**config.mk**
```make
export PLATFORM = sky130hd
export DESIGN_NAME = sctp_packet_checksum_tag_check_flat
export DESIGN_NICKNAME = d
export VERILOG_FILES = /design/src/rtl/sctp_chk_pkg.sv /design/src/rtl/sctp_chk_if.sv /design/src/rtl/sctp_packet_checksum_tag_check.sv /design/src/flat_wrapper.sv
export SDC_FILE = /design/constraint.sdc
export NUM_CORES = 1
export LEC_CHECK = 0
export ABC_AREA = 1
export BUFFER_PORTS_ARGS = -buffer_cell sky130_fd_sc_hd__buf_2
export CAP_MARGIN = 20
export CORE_MARGIN = 2
export CORE_UTILIZATION = 40
export DETAILED_ROUTE_END_ITERATION = 16
export PLACE_DENSITY = 0.63
export SLEW_MARGIN = 20
export SYNTH_ARGS = -nofsm -noshare
export SYNTH_HDL_FRONTEND = slang
export SYNTH_SLANG_ARGS = --single-unit
export TNS_END_PERCENT = 10
```
**constraint.sdc**
```tcl
create_clock -name i_clk -period 3.2 [get_ports i_clk]
set_input_delay 0.64 -clock i_clk [delete_from_list [all_inputs] [get_ports i_clk]]
set_output_delay 0.64 -clock i_clk [all_outputs]
set_load 0.05 [all_outputs]
```
**src/rtl/sctp_chk_pkg.sv**
```systemverilog
// ----------------------------------------------------------------------------
// SCTP checksum check package
// Shared constants, status codes and the byte-wide CRC32c update.
// ----------------------------------------------------------------------------
package sctp_chk_pkg;

    localparam logic [31:0] CRC32C_POLY  = 32'h82F6_3B78;
    localparam logic [31:0] CRC_INIT     = 32'hFFFF_FFFF;
    localparam logic [31:0] CRC_XOROUT   = 32'hFFFF_FFFF;
    localparam int          HDR_BYTES    = 12;
    localparam int          POS_W        = 4;
    localparam logic [POS_W-1:0] POS_TAG_LO = POS_W'(4);
    localparam logic [POS_W-1:0] POS_TAG_HI = POS_W'(7);
    localparam logic [POS_W-1:0] POS_CHK_LO = POS_W'(8);
    localparam logic [POS_W-1:0] POS_CHK_HI = POS_W'(11);
    localparam logic [POS_W-1:0] POS_FULL   = POS_W'(HDR_BYTES);

    typedef enum logic [1:0] {
        ST_VALID     = 2'd0,
        ST_TOO_SHORT = 2'd1,
        ST_CRC_ERR   = 2'd2,
        ST_TAG_ERR   = 2'd3
    } t_status;

    // Reflected CRC32c, one byte, bit-serial form unrolled over eight steps.
    function automatic logic [31:0] crc32c_byte(input logic [31:0] crc_in,
                                                input logic [7:0]  data);
        logic [31:0] c;
        c = crc_in ^ {24'd0, data};
        for (int k = 0; k < 8; k++) begin
            if (c[0]) begin
                c = (c >> 1) ^ CRC32C_POLY;
            end else begin
                c = c >> 1;
            end
        end
        return c;
    endfunction

endpackage

```
**src/rtl/sctp_chk_if.sv**
```systemverilog
// ----------------------------------------------------------------------------
// SCTP checksum check channels
// Valid/ready channels for packet byte beats and status beats.
// ----------------------------------------------------------------------------
interface sctp_chk_in_if;
    logic       valid;
    logic       ready;
    logic [7:0] data_byte;
    logic       last;

    modport source(output valid, output data_byte, output last, input ready);
    modport sink(input valid, input data_byte, input last, output ready);
endinterface

interface sctp_chk_out_if;
    logic        valid;
    logic        ready;
    logic [1:0]  status;
    logic [31:0] stored_checksum;
    logic [31:0] computed_checksum;
    logic [31:0] packet_tag;

    modport source(output valid, output status, output stored_checksum,
                   output computed_checksum, output packet_tag, input ready);
    modport sink(input valid, input status, input stored_checksum,
                 input computed_checksum, input packet_tag, output ready);
endinterface

```
**src/rtl/sctp_packet_checksum_tag_check.sv**
```systemverilog
// ----------------------------------------------------------------------------
// SCTP packet checksum and verification tag check
// Runs CRC32c over a received SCTP packet and checks length, checksum and tag.
// ----------------------------------------------------------------------------
// Usage:
//   i_in carries the packet one byte per beat in wire order; last marks the
//   final byte. Bytes 4..7 are taken as the verification tag (big-endian),
//   bytes 8..11 as the stored checksum (little-endian, fed to the CRC as 0).
//   o_out carries one status beat per packet, issued for the last byte.
//   i_cfg_we/i_cfg_data load the expected tag (0 disables the tag check);
//   write it only between packets.
//   Throughput: one byte per cycle unless stalled. The byte-wide CRC update and
//   the final compares sit between the running state and the output register.
//   Latency: the status beat is valid the cycle after the last byte is taken.
//   Reset: CRC, captures and byte count restart, expected tag clears, no
//   status beat is pending.
//   Stall: the output register holds its beat while o_out.ready is low; input
//   beats keep flowing until a new status beat would be needed, then i_in
//   stalls until the pending beat is taken.
// ----------------------------------------------------------------------------
module sctp_packet_checksum_tag_check
    import sctp_chk_pkg::*;
(
    input  logic                   i_clk,
    input  logic                   i_rst_n,
    sctp_chk_in_if.sink            i_in,
    sctp_chk_out_if.source         o_out,
    input  logic                   i_cfg_we,
    input  logic [31:0]            i_cfg_data
);

    logic [31:0]      r_exp_tag;
    logic [31:0]      r_crc, n_crc;
    logic [31:0]      r_chk, n_chk;
    logic [31:0]      r_tag, n_tag;
    logic [POS_W-1:0] r_pos, n_pos;

    logic             r_out_valid;
    t_status          r_status, n_status;
    logic [31:0]      r_out_chk, r_out_crc, r_out_tag;
    logic [31:0]      computed;

    logic             in_fire;
    logic             out_free;
    logic             in_chk;
    logic             in_tag;
    logic [7:0]       crc_feed;

    assign out_free   = !r_out_valid || o_out.ready;
    assign i_in.ready = out_free || !i_in.last;
    assign in_fire    = i_in.valid && i_in.ready;

    assign in_chk   = (r_pos >= POS_CHK_LO) && (r_pos <= POS_CHK_HI);
    assign in_tag   = (r_pos >= POS_TAG_LO) && (r_pos <= POS_TAG_HI);
    assign crc_feed = in_chk ? 8'd0 : i_in.data_byte;

    always_comb begin
        n_crc = crc32c_byte(r_crc, crc_feed);
        n_chk = r_chk;
        n_tag = r_tag;
        n_pos = r_pos;
        if (in_chk) begin
            n_chk[8*r_pos[1:0] +: 8] = i_in.data_byte;
        end
        if (in_tag) begin
            n_tag = {r_tag[23:0], i_in.data_byte};
        end
        if (r_pos < POS_FULL) begin
            n_pos = r_pos + POS_W'(1);
        end
        computed = n_crc ^ CRC_XOROUT;
        if (n_pos < POS_FULL) begin
            n_status = ST_TOO_SHORT;
        end else if (n_chk != computed) begin
            n_status = ST_CRC_ERR;
        end else if (n_tag != 32'd0 && r_exp_tag != 32'd0 && n_tag != r_exp_tag) begin
            n_status = ST_TAG_ERR;
        end else begin
            n_status = ST_VALID;
        end
    end

    always_ff @(posedge i_clk) begin
        if (!i_rst_n) begin
            r_exp_tag   <= 32'd0;
            r_crc       <= CRC_INIT;
            r_chk       <= 32'd0;
            r_tag       <= 32'd0;
            r_pos       <= '0;
            r_out_valid <= 1'b0;
        end else begin
            if (i_cfg_we) begin
                r_exp_tag <= i_cfg_data;
            end
            if (in_fire && i_in.last) begin
                r_out_valid <= 1'b1;
            end else if (o_out.ready) begin
                r_out_valid <= 1'b0;
            end
            if (in_fire) begin
                if (i_in.last) begin
                    r_crc       <= CRC_INIT;
                    r_chk       <= 32'd0;
                    r_tag       <= 32'd0;
                    r_pos       <= '0;
                end else begin
                    r_crc <= n_crc;
                    r_chk <= n_chk;
                    r_tag <= n_tag;
                    r_pos <= n_pos;
                end
            end
        end
    end

    // output beat payload
    always_ff @(posedge i_clk) begin
        if (in_fire && i_in.last) begin
            r_status <= n_status;
            if (n_pos < POS_FULL) begin
                r_out_chk <= 32'd0;
                r_out_crc <= 32'd0;
                r_out_tag <= 32'd0;
            end else begin
                r_out_chk <= n_chk;
                r_out_crc <= computed;
                r_out_tag <= n_tag;
            end
        end
    end

    assign o_out.valid             = r_out_valid;
    assign o_out.status            = r_status;
    assign o_out.stored_checksum   = r_out_chk;
    assign o_out.computed_checksum = r_out_crc;
    assign o_out.packet_tag        = r_out_tag;

endmodule
```
**src/flat_wrapper.sv**
```systemverilog
// flat-port wrapper written by rule: the top's interface ports become plain ports
module sctp_packet_checksum_tag_check_flat import sctp_chk_pkg::*;
  (i_clk, i_rst_n, i_cfg_we, i_cfg_data, i_in_valid, i_in_data_byte, i_in_last, i_in_ready, o_out_valid, o_out_status, o_out_stored_checksum, o_out_computed_checksum, o_out_packet_tag, o_out_ready);
  sctp_chk_in_if i_in_i ();
  sctp_chk_out_if o_out_i ();
  input  logic i_clk;
  input  logic i_rst_n;
  input  logic i_cfg_we;
  input  logic [31:0] i_cfg_data;
  input wire logic [$bits(i_in_i.valid)-1:0] i_in_valid;
  input wire logic [$bits(i_in_i.data_byte)-1:0] i_in_data_byte;
  input wire logic [$bits(i_in_i.last)-1:0] i_in_last;
  output wire logic [$bits(i_in_i.ready)-1:0] i_in_ready;
  output wire logic [$bits(o_out_i.valid)-1:0] o_out_valid;
  output wire logic [$bits(o_out_i.status)-1:0] o_out_status;
  output wire logic [$bits(o_out_i.stored_checksum)-1:0] o_out_stored_checksum;
  output wire logic [$bits(o_out_i.computed_checksum)-1:0] o_out_computed_checksum;
  output wire logic [$bits(o_out_i.packet_tag)-1:0] o_out_packet_tag;
  input wire logic [$bits(o_out_i.ready)-1:0] o_out_ready;
  assign i_in_i.valid = i_in_valid;
  assign i_in_i.data_byte = i_in_data_byte;
  assign i_in_i.last = i_in_last;
  assign i_in_ready = i_in_i.ready;
  assign o_out_valid = o_out_i.valid;
  assign o_out_status = o_out_i.status;
  assign o_out_stored_checksum = o_out_i.stored_checksum;
  assign o_out_computed_checksum = o_out_i.computed_checksum;
  assign o_out_packet_tag = o_out_i.packet_tag;
  assign o_out_i.ready = o_out_ready;
  sctp_packet_checksum_tag_check u_core (.i_clk(i_clk), .i_rst_n(i_rst_n), .i_in(i_in_i), .o_out(o_out_i), .i_cfg_we(i_cfg_we), .i_cfg_data(i_cfg_data));
endmodule
```
==> metrics.cfg <==
[synthesis]
synthFlopType = dfxtp_1
synth_edf_count = 98
synth_top_area_share_pct = 23.9
seq_area_frac_synth_pct = 45.5
synth_fp_nets = 1749
synth_common_cells = 559 x nand2_1, 179 x inv_1, 159 x nor2_1, 133 x dfxtp_1, 104 x nand3_1
yosys.area.top_type = edfxtp_1
yosysMostFrequentCell = nand2_1
ys_types = 35
synth_cells = 1697
synth.cell_area_mm2 = 0.0123
ys_top_cells_by_area = edfxtp_1 24%, dfxtp_1 22%, nand2_1 17%
ys_async_sr_fraction_pct = 0
ys_seq_elements = 231
avgSynthCellArea_um2 = 7.26
yosysWarnings = 0

[power]
powerDensity_mw_per_mm2 = 592
power.leakage_nw = 6.97
vdd_drop_max_v = 0.000383

[layout]
diodes = 0
layout-drive-gt1-share_pct = 19.2
layout-area-overhead-vs-synth_pct = 22.2
fin_util_pct = 49.5
finalNetCount = 1961
fin_area_mm2 = 0.0151

[clock_tree]
clk_pin_slew_ns = 0.06
cts_setup_buffers = 0
htree_levels = 1
hold_buffers = 0
max-clock-path-buffers = 3
cts_buffers = 26
cts_tree = done
clkLatencyLatePin_ns = 0.54
cts.sinks = 231
clock-root-buffer = clkbuf_16

[detailed_routing]
first_pass_iters = 6
wl_um = 40900
vias = 12000
routed-wl-met3_um = 2960
wl_per_cell_um = 17.6
drtIter0Drc = 1245
dr_wl_met2_um = 18000
ant_nets = 0
m1WireLength_um = 19100
top_layer = met4
drc_errors = 0
via_per_inst = 5.17

[sta]
drv_slew = 0
setup_viol = 0
fin_skew_ns = 0.0136
setup_tns_ns = 0
slew_headroom_pct = 36.6
max_freq_ghz = 0.332
finalHoldViolCount = 0
period_share_pct = 94.1
finalCriticalPeriod_ns = 3.01
worst_slack_ns = 0.189
worst_slew_pin_slew_ns = 0.941

[global_routing]
grt_max_degree = 83
grt_pass1_wl_um = 62900
antenna_found_initial = 0
track_usage_pct = 24.6
overflow = 0
grt_pass1_vias = 11000

[worst_hold_path]
min_from = i_cfg_data[27]
hp-class = in2reg

[die]
die_width_um = 180
fp.coreArea_mm2 = 0.0304
pin_count = 146
dieHeight_um = 180
start_util_pct = 40.5
rows = 64
dieArea_mm2 = 0.0322

[worst_setup_path]
r2r_start = u_core.r_pos[3]
crit_path_max_fanout = 35
cp.arrival_ns = 3.27
cp.required_ns = 3.46
crit_type = reg2reg
startpoint_type = register
cp-end-kind = register
startpoint = u_core.r_pos[3]

[place]
gp_congestion = 0.991
post-place-ws_ns = -0.114
dp_hpwl_um = 30000
io_buffer_count = 145
dpl-instance-area_mm2 = 0.0141

[job]
cap_violations = 0

[outcome]
status = finished, final reports clean

## cell families (layout without fill, tap and decap cells)
| group | after synthesis | in the layout | synth area share (%) |
|---|---|---|---|
| compound gates | 229 | 229 | 10.0 |
| xor+xnor | 44 | 44 | 3.19 |
| fa+ha+maj | 6 | 6 | 0.609 |
| buf+inv | 261 | 492 | 8.73 |
| flops | 231 | 231 | 45.5 |
| simple gates | 926 | 927 | 32.0 |
## power by group
part	total, W	internal [W]	switching (W)	leakage, nW
Clock	0.00314	0.00190	0.00124	0.447
Combinational	0.00250	0.000830	0.00167	4.49
Sequential	0.00327	0.00318	0.0000868	2.04
Total	0.00892	0.00592	0.00300	6.97
## flip-flops by register name, summed over array words and instances, names as in the netlist
name,flops
u_core.o_out.computed_checksum,32
u_core.o_out.packet_tag,32
u_core.o_out.status,2
u_core.o_out.stored_checksum,32
u_core.o_out.valid,1
u_core.r_chk,32
u_core.r_crc,32
u_core.r_exp_tag,32
u_core.r_pos,4
u_core.r_tag,32
## final cells by class
type                            count  area, um2
Timing Repair Buffer              255       1580
Tap cell                          396        495
Multi-Input combinational cell   1206       5740
Inverter                          189        716
Sequential cell                   231       5620
Fill cell                        3068      15400
Clock buffer                       42        851
Clock inverter                      6       65.1
## placed cells by master (no fill, tap or decap), types with 85 or more instances in the layout
| cell type | netlist | final |
|---|---|---|
| nor2_1 | 159 | 157 |
| nand3_1 | 104 | 104 |
| a21oi_1 | 93 | 93 |
| o21ai_0 | 87 | 85 |
| edfxtp_1 | 98 | 98 |
| buf_2 | 5 | 145 |
| inv_1 | 179 | 177 |
| buf_4 | 5 | 107 |
| nand2_1 | 559 | 554 |
| dfxtp_1 | 133 | 129 |
## path summary, 6_finish.rpt
path | endpoint | slack [ns] | cells past startpoint
setup / recovery | u_core.o_out.status[0] | 0.19 | 12
hold / removal | u_core.r_exp_tag[27] | 0.32 | 3
setup reg to reg | u_core.o_out.status[0] | 0.19 | 12
hold reg to reg | u_core.r_chk[4] | 0.46 | 2
## through the flow
stage | hold WS [ns] | power (W) | instances
final | 0.323 | 0.00892 | 2325
after global routing | 0.333 | 0.00932 | 2325
after CTS | 0.307 | 0.00892 | 2324
after detailed placement | 0.456 | 0.00577 | 2276
after global placement | 0.452 | 0.00576 | 2276
after floorplan | 0.445 | 0.00487 | 1697
## timing repair
| item | in CTS | in global routing |
|---|---|---|
| setup endpoints to repair | 1 | 2 |
| resized for setup | 4 | 18 |
| pin swaps | 0 | 2 |
| cloned | 0 | 1 |
## layer usage
layer  up-vias  GRT usage (%)
li1       5925              -
met1      5589           36.3
met2       458           38.3
met3        52           3.12
met4         0           6.02
met5         -              0
## worst max-delay path, cell delays in order, from the launching register on
cell and delay, ns:
dfxtp_4 0.39, inv_1 0.11, nand2_1 0.14, buf_6 0.22
o21ai_0 0.60, xor2_1 0.14, a21oi_1 0.18, nand3_1 0.09
nor4_1 0.27, nand4_1 0.12, nand3_1 0.24, nand3b_1 0.16
nand2_1 0.05
(Power assumes the default switching activity.)
